$ cat config.mk
export PLATFORM = sky130hd
export DESIGN_NAME = pfc_contactor_sequencer_core
export DESIGN_NICKNAME = d
export VERILOG_FILES = /design/src/rtl/core/pfc_seq_pkg.sv /design/src/rtl/core/pfc_seq_step.sv /design/src/rtl/core/pfc_contactor_sequencer_core.sv
export SDC_FILE = /design/constraint.sdc
export NUM_CORES = 1
export LEC_CHECK = 0
export BUFFER_PORTS_ARGS = -buffer_cell sky130_fd_sc_hd__buf_2
export CAP_MARGIN = 20
export CORE_MARGIN = 5
export CORE_UTILIZATION = 60
export DETAILED_ROUTE_END_ITERATION = 10
export PLACE_DENSITY = 0.75
export SLEW_MARGIN = 25
export SYNTH_ARGS = -nofsm -noshare
export SYNTH_HDL_FRONTEND = slang
export SYNTH_HIERARCHICAL = 1
export SYNTH_SLANG_ARGS = --single-unit
$ cat constraint.sdc
create_clock -name clk -period 10.6 [get_ports clk]
set_clock_uncertainty 0.15 [all_clocks]
set_input_delay 1.06 -clock clk [delete_from_list [all_inputs] [get_ports clk]]
set_output_delay 1.06 -clock clk [all_outputs]
set_load 0.05 [all_outputs]
$ cat src/rtl/core/pfc_seq_pkg.sv
// shared types and constants of the pfc contactor sequencer
`default_nettype none

package pfc_seq_pkg;

  // state codes
  localparam logic [3:0] ST_INIT        = 4'd0;
  localparam logic [3:0] ST_STOP        = 4'd1;
  localparam logic [3:0] ST_SYNC        = 4'd2;
  localparam logic [3:0] ST_PRE_PREP    = 4'd3;
  localparam logic [3:0] ST_PRECHARGE   = 4'd4;
  localparam logic [3:0] ST_MAIN        = 4'd5;
  localparam logic [3:0] ST_PRE_DISABLE = 4'd6;
  localparam logic [3:0] ST_WORK        = 4'd7;
  localparam logic [3:0] ST_CHARGE      = 4'd8;
  localparam logic [3:0] ST_TEST        = 4'd9;
  localparam logic [3:0] ST_STOPPING    = 4'd10;
  localparam logic [3:0] ST_FAULT       = 4'd11;

  // request kinds
  localparam logic REQ_TICK  = 1'b0;
  localparam logic REQ_FORCE = 1'b1;

  // register indexes
  localparam logic [1:0] REG_PRECHARGE_VOLTAGE = 2'd0;
  localparam logic [1:0] REG_PHASE_TOLERANCE   = 2'd1;
  localparam logic [1:0] REG_MAIN_SETTLE       = 2'd2;
  localparam logic [1:0] REG_INIT_PERIODS      = 2'd3;

  // register reset values (phase tolerance is 0.03 rad in q3.12)
  localparam logic [15:0] PRECHARGE_VOLTAGE_RST = 16'd0;
  localparam logic [13:0] PHASE_TOLERANCE_RST   = 14'd123;
  localparam logic [15:0] MAIN_SETTLE_RST       = 16'd10;
  localparam logic [15:0] INIT_PERIODS_RST      = 16'd50;

  typedef struct packed {
    logic [3:0] code;
    logic [3:0] last;
    logic       main_closed;
    logic       pre_started;
    logic       pwm_on;
    logic       main_relay;
    logic       pre_relay;
    logic       fan;
  } seq_state_t;

  typedef struct packed {
    logic [3:0] current_state;
    logic       main_relay_on;
    logic       precharge_relay_on;
    logic       fans_on;
    logic       pwm_enabled;
    logic       clear_integrators;
    logic       state_event;
  } seq_result_t;

endpackage

`default_nettype wire

$ cat src/rtl/core/pfc_seq_step.sv
// next-state and result logic for one sequencer item
`default_nettype none

module pfc_seq_step #(
  parameter int CNT_BITS = 32
) (
  input  var pfc_seq_pkg::seq_state_t  cur,
  input  wire logic [CNT_BITS-1:0]     period_count,
  input  wire logic [CNT_BITS-1:0]     main_close_time,
  input  wire logic [15:0]             precharge_voltage,
  input  wire logic [13:0]             phase_tolerance,
  input  wire logic [15:0]             main_settle_periods,
  input  wire logic [15:0]             init_periods,
  input  wire logic                    req_type,
  input  wire logic [3:0]              requested_state,
  input  wire logic [15:0]             bus_voltage,
  input  wire logic signed [14:0]      line_phase,
  input  wire logic                    period_offset_zero,
  output pfc_seq_pkg::seq_state_t      nxt,
  output logic [CNT_BITS-1:0]          main_close_time_next,
  output pfc_seq_pkg::seq_result_t     res
);

  logic [14:0]         phase_mag;
  logic [CNT_BITS-1:0] close_eff;
  logic [CNT_BITS-1:0] settle_diff;
  logic                clr;
  logic                evt;

  // magnitude of -16384 is 16384, which still fits unsigned in 15 bits
  assign phase_mag   = line_phase[14] ? (~line_phase + 15'd1) : line_phase;
  assign close_eff   = cur.main_closed ? main_close_time : period_count;
  assign settle_diff = period_count - close_eff;

  always_comb begin
    nxt                  = cur;
    main_close_time_next = main_close_time;
    clr                  = 1'b0;
    evt                  = 1'b0;
    if (req_type == pfc_seq_pkg::REQ_FORCE) begin
      if (requested_state <= pfc_seq_pkg::ST_FAULT) begin
        nxt.code = requested_state;
      end
    end else begin
      case (cur.code)
        pfc_seq_pkg::ST_INIT, pfc_seq_pkg::ST_STOP: begin
          nxt.main_relay  = 1'b0;
          nxt.pre_relay   = 1'b0;
          nxt.fan         = 1'b0;
          nxt.main_closed = 1'b0;
          nxt.pre_started = 1'b0;
          nxt.pwm_on      = 1'b0;
          if (cur.code == pfc_seq_pkg::ST_INIT &&
              period_count >= CNT_BITS'(init_periods)) begin
            nxt.code = pfc_seq_pkg::ST_STOP;
          end
        end
        pfc_seq_pkg::ST_SYNC: begin
          nxt.pwm_on = 1'b0;
          if (!(period_offset_zero && phase_mag > {1'b0, phase_tolerance})) begin
            nxt.code = pfc_seq_pkg::ST_PRE_PREP;
          end
        end
        pfc_seq_pkg::ST_PRE_PREP: begin
          nxt.pwm_on      = 1'b0;
          nxt.pre_started = 1'b0;
          nxt.code        = pfc_seq_pkg::ST_PRECHARGE;
        end
        pfc_seq_pkg::ST_PRECHARGE: begin
          nxt.pwm_on = 1'b0;
          if (bus_voltage > precharge_voltage) begin
            nxt.code = pfc_seq_pkg::ST_MAIN;
          end else if (!cur.pre_started) begin
            nxt.pre_relay   = 1'b1;
            nxt.pre_started = 1'b1;
          end
        end
        pfc_seq_pkg::ST_MAIN: begin
          nxt.pwm_on = 1'b0;
          if (!cur.main_closed) begin
            nxt.main_relay       = 1'b1;
            nxt.fan              = 1'b1;
            nxt.main_closed      = 1'b1;
            main_close_time_next = period_count;
          end
          if (settle_diff >= CNT_BITS'(main_settle_periods)) begin
            nxt.code = pfc_seq_pkg::ST_PRE_DISABLE;
          end
        end
        pfc_seq_pkg::ST_PRE_DISABLE: begin
          nxt.pre_relay   = 1'b0;
          nxt.pre_started = 1'b0;
          nxt.code        = pfc_seq_pkg::ST_WORK;
        end
        pfc_seq_pkg::ST_WORK: begin
          nxt.pwm_on = 1'b0;
        end
        pfc_seq_pkg::ST_CHARGE: begin
          if (!cur.pwm_on) begin
            clr        = 1'b1;
            nxt.pwm_on = 1'b1;
          end
        end
        pfc_seq_pkg::ST_STOPPING: begin
          nxt.main_relay = 1'b0;
          nxt.pre_relay  = 1'b0;
          nxt.fan        = 1'b0;
          nxt.code       = pfc_seq_pkg::ST_STOP;
        end
        pfc_seq_pkg::ST_FAULT: begin
          nxt.main_relay = 1'b0;
          nxt.pre_relay  = 1'b0;
          nxt.fan        = 1'b0;
          nxt.pwm_on     = 1'b0;
        end
        default: begin
        end
      endcase
      evt      = nxt.code != cur.last;
      nxt.last = nxt.code;
    end
  end

  always_comb begin
    res.current_state      = nxt.code;
    res.main_relay_on      = nxt.main_relay;
    res.precharge_relay_on = nxt.pre_relay;
    res.fans_on            = nxt.fan;
    res.pwm_enabled        = nxt.pwm_on;
    res.clear_integrators  = clr;
    res.state_event        = evt;
  end

endmodule

`default_nettype wire

$ cat src/rtl/core/pfc_contactor_sequencer_core.sv
// top level of the pfc contactor and precharge sequencer
// Contactor and precharge sequencer of a power-factor corrector. Each input transfer is
// either a control-period tick (bus voltage, line phase error, period-offset flag) or a
// command that forces a state code; each one yields exactly one result transfer with
// the state code, the latched main relay, precharge relay, fan and pwm drives, a
// clear-integrators pulse when pwm turns on in charge, and a state-event flag. The block
// takes one item per clock cycle while the result side is not stalled; each item passes
// through the input register, then the result register, and the next-state logic
// between them, with its period-counter subtract and compare, sets the clock limit.
// Stalls on the result side hold the result register and then the input register.
// Configuration writes are always ready and should be issued only while the block is
// idle. Codes 12 to 15 in a force command are ignored.
`default_nettype none

module pfc_contactor_sequencer_core #(
  parameter int PERIOD_COUNT_BITS = 32
) (
  input  wire logic               clk,
  input  wire logic               rst,
  // item channel
  input  wire logic               in_valid,
  output logic                    in_ready,
  input  wire logic               req_type,
  input  wire logic [3:0]         requested_state,
  input  wire logic [15:0]        bus_voltage,
  input  wire logic signed [14:0] line_phase,
  input  wire logic               period_offset_zero,
  // result channel
  output logic                    out_valid,
  input  wire logic               out_ready,
  output logic [3:0]              current_state,
  output logic                    main_relay_on,
  output logic                    precharge_relay_on,
  output logic                    fans_on,
  output logic                    pwm_enabled,
  output logic                    clear_integrators,
  output logic                    state_event,
  // configuration channel
  input  wire logic               cfg_valid,
  output logic                    cfg_ready,
  input  wire logic [1:0]         cfg_index,
  input  wire logic [15:0]        cfg_data
);

  // configuration registers
  logic [15:0] precharge_voltage;
  logic [13:0] phase_tolerance;
  logic [15:0] main_settle_periods;
  logic [15:0] init_periods;

  // input register
  logic               s1_valid;
  logic               s1_req_type;
  logic [3:0]         s1_requested_state;
  logic [15:0]        s1_bus_voltage;
  logic signed [14:0] s1_line_phase;
  logic               s1_period_offset_zero;

  // sequencer state
  pfc_seq_pkg::seq_state_t       state;
  pfc_seq_pkg::seq_state_t       state_next;
  logic [PERIOD_COUNT_BITS-1:0]  period_count;
  logic [PERIOD_COUNT_BITS-1:0]  main_close_time;
  logic [PERIOD_COUNT_BITS-1:0]  main_close_time_next;
  pfc_seq_pkg::seq_result_t      res;

  logic advance;
  logic in_xfer;

  // the input register moves whenever the result register is free or being drained
  assign advance   = s1_valid && (!out_valid || out_ready);
  assign in_ready  = !s1_valid || advance;
  assign in_xfer   = in_valid && in_ready;
  assign cfg_ready = 1'b1;

  always_ff @(posedge clk) begin
    if (rst) begin
      precharge_voltage   <= pfc_seq_pkg::PRECHARGE_VOLTAGE_RST;
      phase_tolerance     <= pfc_seq_pkg::PHASE_TOLERANCE_RST;
      main_settle_periods <= pfc_seq_pkg::MAIN_SETTLE_RST;
      init_periods        <= pfc_seq_pkg::INIT_PERIODS_RST;
    end else if (cfg_valid) begin
      case (cfg_index)
        pfc_seq_pkg::REG_PRECHARGE_VOLTAGE: precharge_voltage   <= cfg_data;
        pfc_seq_pkg::REG_PHASE_TOLERANCE:   phase_tolerance     <= cfg_data[13:0];
        pfc_seq_pkg::REG_MAIN_SETTLE:       main_settle_periods <= cfg_data;
        pfc_seq_pkg::REG_INIT_PERIODS:      init_periods        <= cfg_data;
        default: begin
        end
      endcase
    end
  end

  // input register control
  always_ff @(posedge clk) begin
    if (rst) begin
      s1_valid <= 1'b0;
    end else if (in_ready) begin
      s1_valid <= in_valid;
    end
  end

  // input register payload
  always_ff @(posedge clk) begin
    if (in_xfer) begin
      s1_req_type           <= req_type;
      s1_requested_state    <= requested_state;
      s1_bus_voltage        <= bus_voltage;
      s1_line_phase         <= line_phase;
      s1_period_offset_zero <= period_offset_zero;
    end
  end

  pfc_seq_step #(
    .CNT_BITS (PERIOD_COUNT_BITS)
  ) u_step (
    .cur                  (state),
    .period_count         (period_count),
    .main_close_time      (main_close_time),
    .precharge_voltage    (precharge_voltage),
    .phase_tolerance      (phase_tolerance),
    .main_settle_periods  (main_settle_periods),
    .init_periods         (init_periods),
    .req_type             (s1_req_type),
    .requested_state      (s1_requested_state),
    .bus_voltage          (s1_bus_voltage),
    .line_phase           (s1_line_phase),
    .period_offset_zero   (s1_period_offset_zero),
    .nxt                  (state_next),
    .main_close_time_next (main_close_time_next),
    .res                  (res)
  );

  // state update, one item per advance; the period counter counts ticks only
  always_ff @(posedge clk) begin
    if (rst) begin
      state.code         <= pfc_seq_pkg::ST_INIT;
      state.last         <= pfc_seq_pkg::ST_INIT;
      state.main_closed  <= 1'b0;
      state.pre_started  <= 1'b0;
      state.pwm_on       <= 1'b0;
      state.main_relay   <= 1'b0;
      state.pre_relay    <= 1'b0;
      state.fan          <= 1'b0;
      period_count       <= '0;
      main_close_time    <= '0;
    end else if (advance) begin
      state           <= state_next;
      main_close_time <= main_close_time_next;
      if (s1_req_type == pfc_seq_pkg::REQ_TICK) begin
        period_count <= period_count + PERIOD_COUNT_BITS'(1);
      end
    end
  end

  // result register control
  always_ff @(posedge clk) begin
    if (rst) begin
      out_valid <= 1'b0;
    end else if (advance) begin
      out_valid <= 1'b1;
    end else if (out_ready) begin
      out_valid <= 1'b0;
    end
  end

  // result register payload
  always_ff @(posedge clk) begin
    if (advance) begin
      current_state      <= res.current_state;
      main_relay_on      <= res.main_relay_on;
      precharge_relay_on <= res.precharge_relay_on;
      fans_on            <= res.fans_on;
      pwm_enabled        <= res.pwm_enabled;
      clear_integrators  <= res.clear_integrators;
      state_event        <= res.state_event;
    end
  end

  // a tick in fault block leaves every drive off
  a_fault_all_off: assert property (@(posedge clk) disable iff (rst)
    (advance && s1_req_type == pfc_seq_pkg::REQ_TICK && state.code == pfc_seq_pkg::ST_FAULT)
    |=> (!main_relay_on && !precharge_relay_on && !fans_on && !pwm_enabled))
    else $error("drive left on in fault block");

  // integrator clear only comes with pwm on in charge
  a_clear_in_charge: assert property (@(posedge clk) disable iff (rst)
    (out_valid && clear_integrators)
    |-> (pwm_enabled && current_state == pfc_seq_pkg::ST_CHARGE))
    else $error("integrator clear outside charge");

  // a force command never flags an event or clears integrators
  a_force_quiet: assert property (@(posedge clk) disable iff (rst)
    (advance && s1_req_type == pfc_seq_pkg::REQ_FORCE)
    |=> (!state_event && !clear_integrators))
    else $error("force command raised a pulse");

  // each tick moves the period counter by exactly one
  a_tick_count: assert property (@(posedge clk) disable iff (rst)
    (advance && s1_req_type == pfc_seq_pkg::REQ_TICK)
    |=> (period_count == $past(period_count) + PERIOD_COUNT_BITS'(1)))
    else $error("period counter did not advance on tick");

endmodule

`default_nettype wire
==> impl_summary.log <==
INFO  metric status = completed
INFO  metric critical_path_peak_fanout = 14
INFO  metric fp.dieW = 151 um
INFO  metric hp-class = register to register
INFO  metric cts_resized = 0
INFO  metric fmaxAchievable = 191 MHz
INFO  metric timing.final.setup_violations = 0
INFO  metric critPathMaxStageDelay = 590 ps
INFO  metric final_cell_count_no_fill = 1,765
INFO  metric synthToLayoutAreaGrowth = 8.22%
INFO  metric pwr_density_cell = 129 nW/um2
INFO  metric maxSlewHeadroom = 0.363
INFO  metric post-route-period-util = 0.494
INFO  metric grt_antenna_before_repair = 0
INFO  metric tightestPinTransition = 955 ps
INFO  metric crit_buf_inv = 1
INFO  metric final_layout_size_suffix_gt1_frac = 0.106
INFO  metric netlist_top_cells_area = dfxtp_1, edfxtp_1, ha_1, nand2_1, a21oi_1
INFO  metric power.total = 1.66 mW
INFO  metric synth.largest_area_cell = dfxtp_1
INFO  metric clk_path_buf_depth = 2
INFO  metric drtIter0Drc = 659
INFO  metric wl_per_cell = 16.6 um
INFO  metric vias_in_the_first_global_route = 9,669
INFO  metric cts_sinks = 189
INFO  metric grt_overflow_total = 0
INFO  metric insertedDiodeCount = 0
INFO  metric floorplan.rows = 51
INFO  metric critical_path_data_arrival_time = 5440 ps
INFO  metric critical_path.cell_chain = mux2i_1 > inv_1 > fa_1 > nand2b_1 > a21oi_2 > nor2_1 > o21ai_0 > a21o_2 > a21oi_1 > xnor2_1 > ha_1 > nand2_1 > o21ai_0 > a21oi_1 > o21ai_0 > a211oi_1 > o221a_2 > o2111ai_2 > nor3_1 > a21oi_2 > nor2b_4 > a21oi_2 > nand2_1 > a21oi_1
INFO  metric totalWireLength = 29,200 um
INFO  metric maxSlewViolCount = 0
INFO  metric place_inst = 1,733
INFO  metric route.detailed.drc = 0
INFO  metric unrepaired_setup_endpoints_after_global_routing = false
INFO  metric yosys.area.top_type_share = 0.239
INFO  metric critPathCaptureType = register
INFO  metric ys_seq_area_frac = 0.358
INFO  metric core_region_area = 19,500 um2
INFO  metric detailed_place_hpwl = 20,600 um
INFO  metric type_of_the_setup_path_with_the_least_slack = register to register
INFO  metric die_area = 22,700 um2
INFO  metric cts-buffers-inserted = 17
INFO  metric cts_clk_pin_slew_worst_paths = 80 ps
INFO  metric setup_ws = 5360 ps
INFO  metric first_pass_grt_wire_length = 47,800 um
INFO  metric synth_enable_flop_cells = 47
INFO  metric asr_flop_ratio_synth = 0
INFO  metric initial_core_util = 0.611
INFO  metric crit_family = compound AO/OA/AOI/OAI gates
INFO  metric drt-vias-per-instance = 5.83
INFO  metric firstDrtPassIters = 5
INFO  metric critical-path-slowest-cell = dfxtp_2
INFO  metric synthDistinctLibCells = 84
INFO  metric clock-root-buffer = clkbuf_16
INFO  metric ys.warnings.count = 6
INFO  metric cts.hold.buffers_added = 0
INFO  metric tritoncts = yes
INFO  metric fin_setup_tns = 0 ps
INFO  metric pre_cts_slack = 5480 ps
INFO  metric grt_start_max_net_pins = 79
INFO  metric buffer_ports.inserted = 71
INFO  metric post-cts-setup-buffer-count = 0
INFO  metric boundaryPins = 73
INFO  metric report.final.hold_viol_count = 0
INFO  metric post_synth_instance_area = 11,900 um2
INFO  metric synth-seq-cells = 189
INFO  metric worst_setup_path_start_kind = register
INFO  metric synth_flop_cell = dfxtp_1
INFO  metric die_y = 151 um
INFO  metric mappedNetlistNets = 1,633
INFO  metric grtUsageTotal = 0.260
INFO  metric maximum_vdd_drop = 95.5 uV
INFO  metric final.min_clock_period = 5240 ps
INFO  metric syn_area_per_cell = 8.06 um2
INFO  metric clk-insertion-delay-late = 440 ps
INFO  metric gp_congestion = 0.942
INFO  metric final_antenna_net_count = 0
INFO  metric p_leak = 5.15 nW
INFO  metric h_tree_depth = 4
INFO  metric synth_cells = 1,475
INFO  metric route.vias.total = 10,297
INFO  metric max_cap_viol_count = 0
INFO  metric crit_required = 10,810 ps
INFO  metric design.final.nets = 1,645
==> layer usage <==
metal,vias to the layer above,share of wire,global-route usage
met5,-,0,0
met4,0,0.024,0.0857
met3,55,0.048,0.0365
met2,301,0.47,0.429
met1,4812,0.46,0.352
li1,5129,-,-
==> synthesized netlist by cell type (all sizes together) (20+ instances only) <==
| cell type | n |
|---|---|
| ha | 97 |
| nor3 | 25 |
| dfxtp | 142 |
| clkbuf | 61 |
| buf | 27 |
| nand3 | 24 |
| inv | 90 |
| nor4 | 20 |
| a21o | 23 |
| a21oi | 203 |
| o21ai | 48 |
| nor2 | 102 |
| nand4 | 20 |
| nand2 | 295 |
| edfxtp | 47 |
| mux2i | 36 |
| xnor2 | 46 |
==> cells by family (layout without fill, tap and decap cells) <==
group,Yosys count,count (layout),synth area share
buf+inv,178,203,0.0662
xor+xnor,56,56,0.0413
simple gates,559,559,0.219
compound gates,356,356,0.179
mux,38,38,0.0322
flops,189,189,0.358
other cells,1,1,0.000315
fa+ha+maj,98,98,0.104
==> cell usage in the layout, fill, tap and decap left out, drive strengths merged, types with 12 or more instances in the layout <==
cell type,netlist,final
a211oi,12,12
a21o,23,23
a21oi,203,203
buf,27,81
clkbuf,61,17
dfxtp,142,142
edfxtp,47,47
ha,97,97
inv,90,97
mux2i,36,36
nand2,295,295
nand3,24,24
nand3b,13,13
nand4,20,20
nor2,102,102
nor3,25,25
nor4,20,20
o21a,16,16
o21ai,48,48
or3,13,13
xnor2,46,46
==> per-stage QoR <==
step,cell area (um2),utilization,hold slack [ps]
3_3_place_gp,12200,0.628,292
4_1_cts,12900,0.661,309
2_1_floorplan,11900,-,283
6_report,12900,0.661,309
3_5_place_dp,12200,0.628,296
5_1_grt,12900,0.661,328
==> path summary, 6_finish.rpt <==
kind                                  startpoint                                   to  slack [ps]  cells past startpoint
max                        state[5]$_SDFFE_PP0P_                state[6]$_SDFFE_PP0P_        5360                     24
min          main_settle_periods[5]$_SDFFE_PP0P_  main_settle_periods[5]$_SDFFE_PP0P_         310                      2
max reg2reg                state[5]$_SDFFE_PP0P_                state[6]$_SDFFE_PP0P_        5360                     24
min reg2reg  main_settle_periods[5]$_SDFFE_PP0P_  main_settle_periods[5]$_SDFFE_PP0P_         310                      2
==> registers in the layout, indices dropped and copies added (netlist names), 4 cells and up <==
register,cells
main_close_time,32
period_count,32
init_periods,16
main_settle_periods,16
precharge_voltage,16
s1_bus_voltage,16
s1_line_phase,15
phase_tolerance,14
state,14
current_state,4
s1_requested_state,4
==> where the power goes <==
part	switching (mW)	internal [mW]
Combinational	0.118	0.0763
Clock	0.340	0.352
Sequential	0.0140	0.760
==> worst reg2reg max path: stages, from the launching register on <==
cell and delay, ps:
dfxtp_2 590, mux2i_1 340, inv_1 100, fa_1 430
nand2b_1 200, a21oi_2 210, nor2_1 100, o21ai_0 320
a21o_2 190, a21oi_1 70, xnor2_1 140, ha_1 280
nand2_1 80, o21ai_0 80, a21oi_1 190, o21ai_0 120
a211oi_1 250, o221a_2 240, o2111ai_2 180, nor3_1 320
a21oi_2 110, nor2b_4 150, a21oi_2 120, nand2_1 70
a21oi_1 160
==> area by class of cell <==
class / count / area (um2)
multi-input cells: 1108 / 6860
fillers: 1661 / 6600
flip-flops and latches: 189 / 4260
repair buffers: 81 / 433
clock buffers: 17 / 425
inverters: 90 / 339
well taps: 265 / 332
clock inverters: 15 / 225
Note: power is estimated with default switching activity, not from simulation.
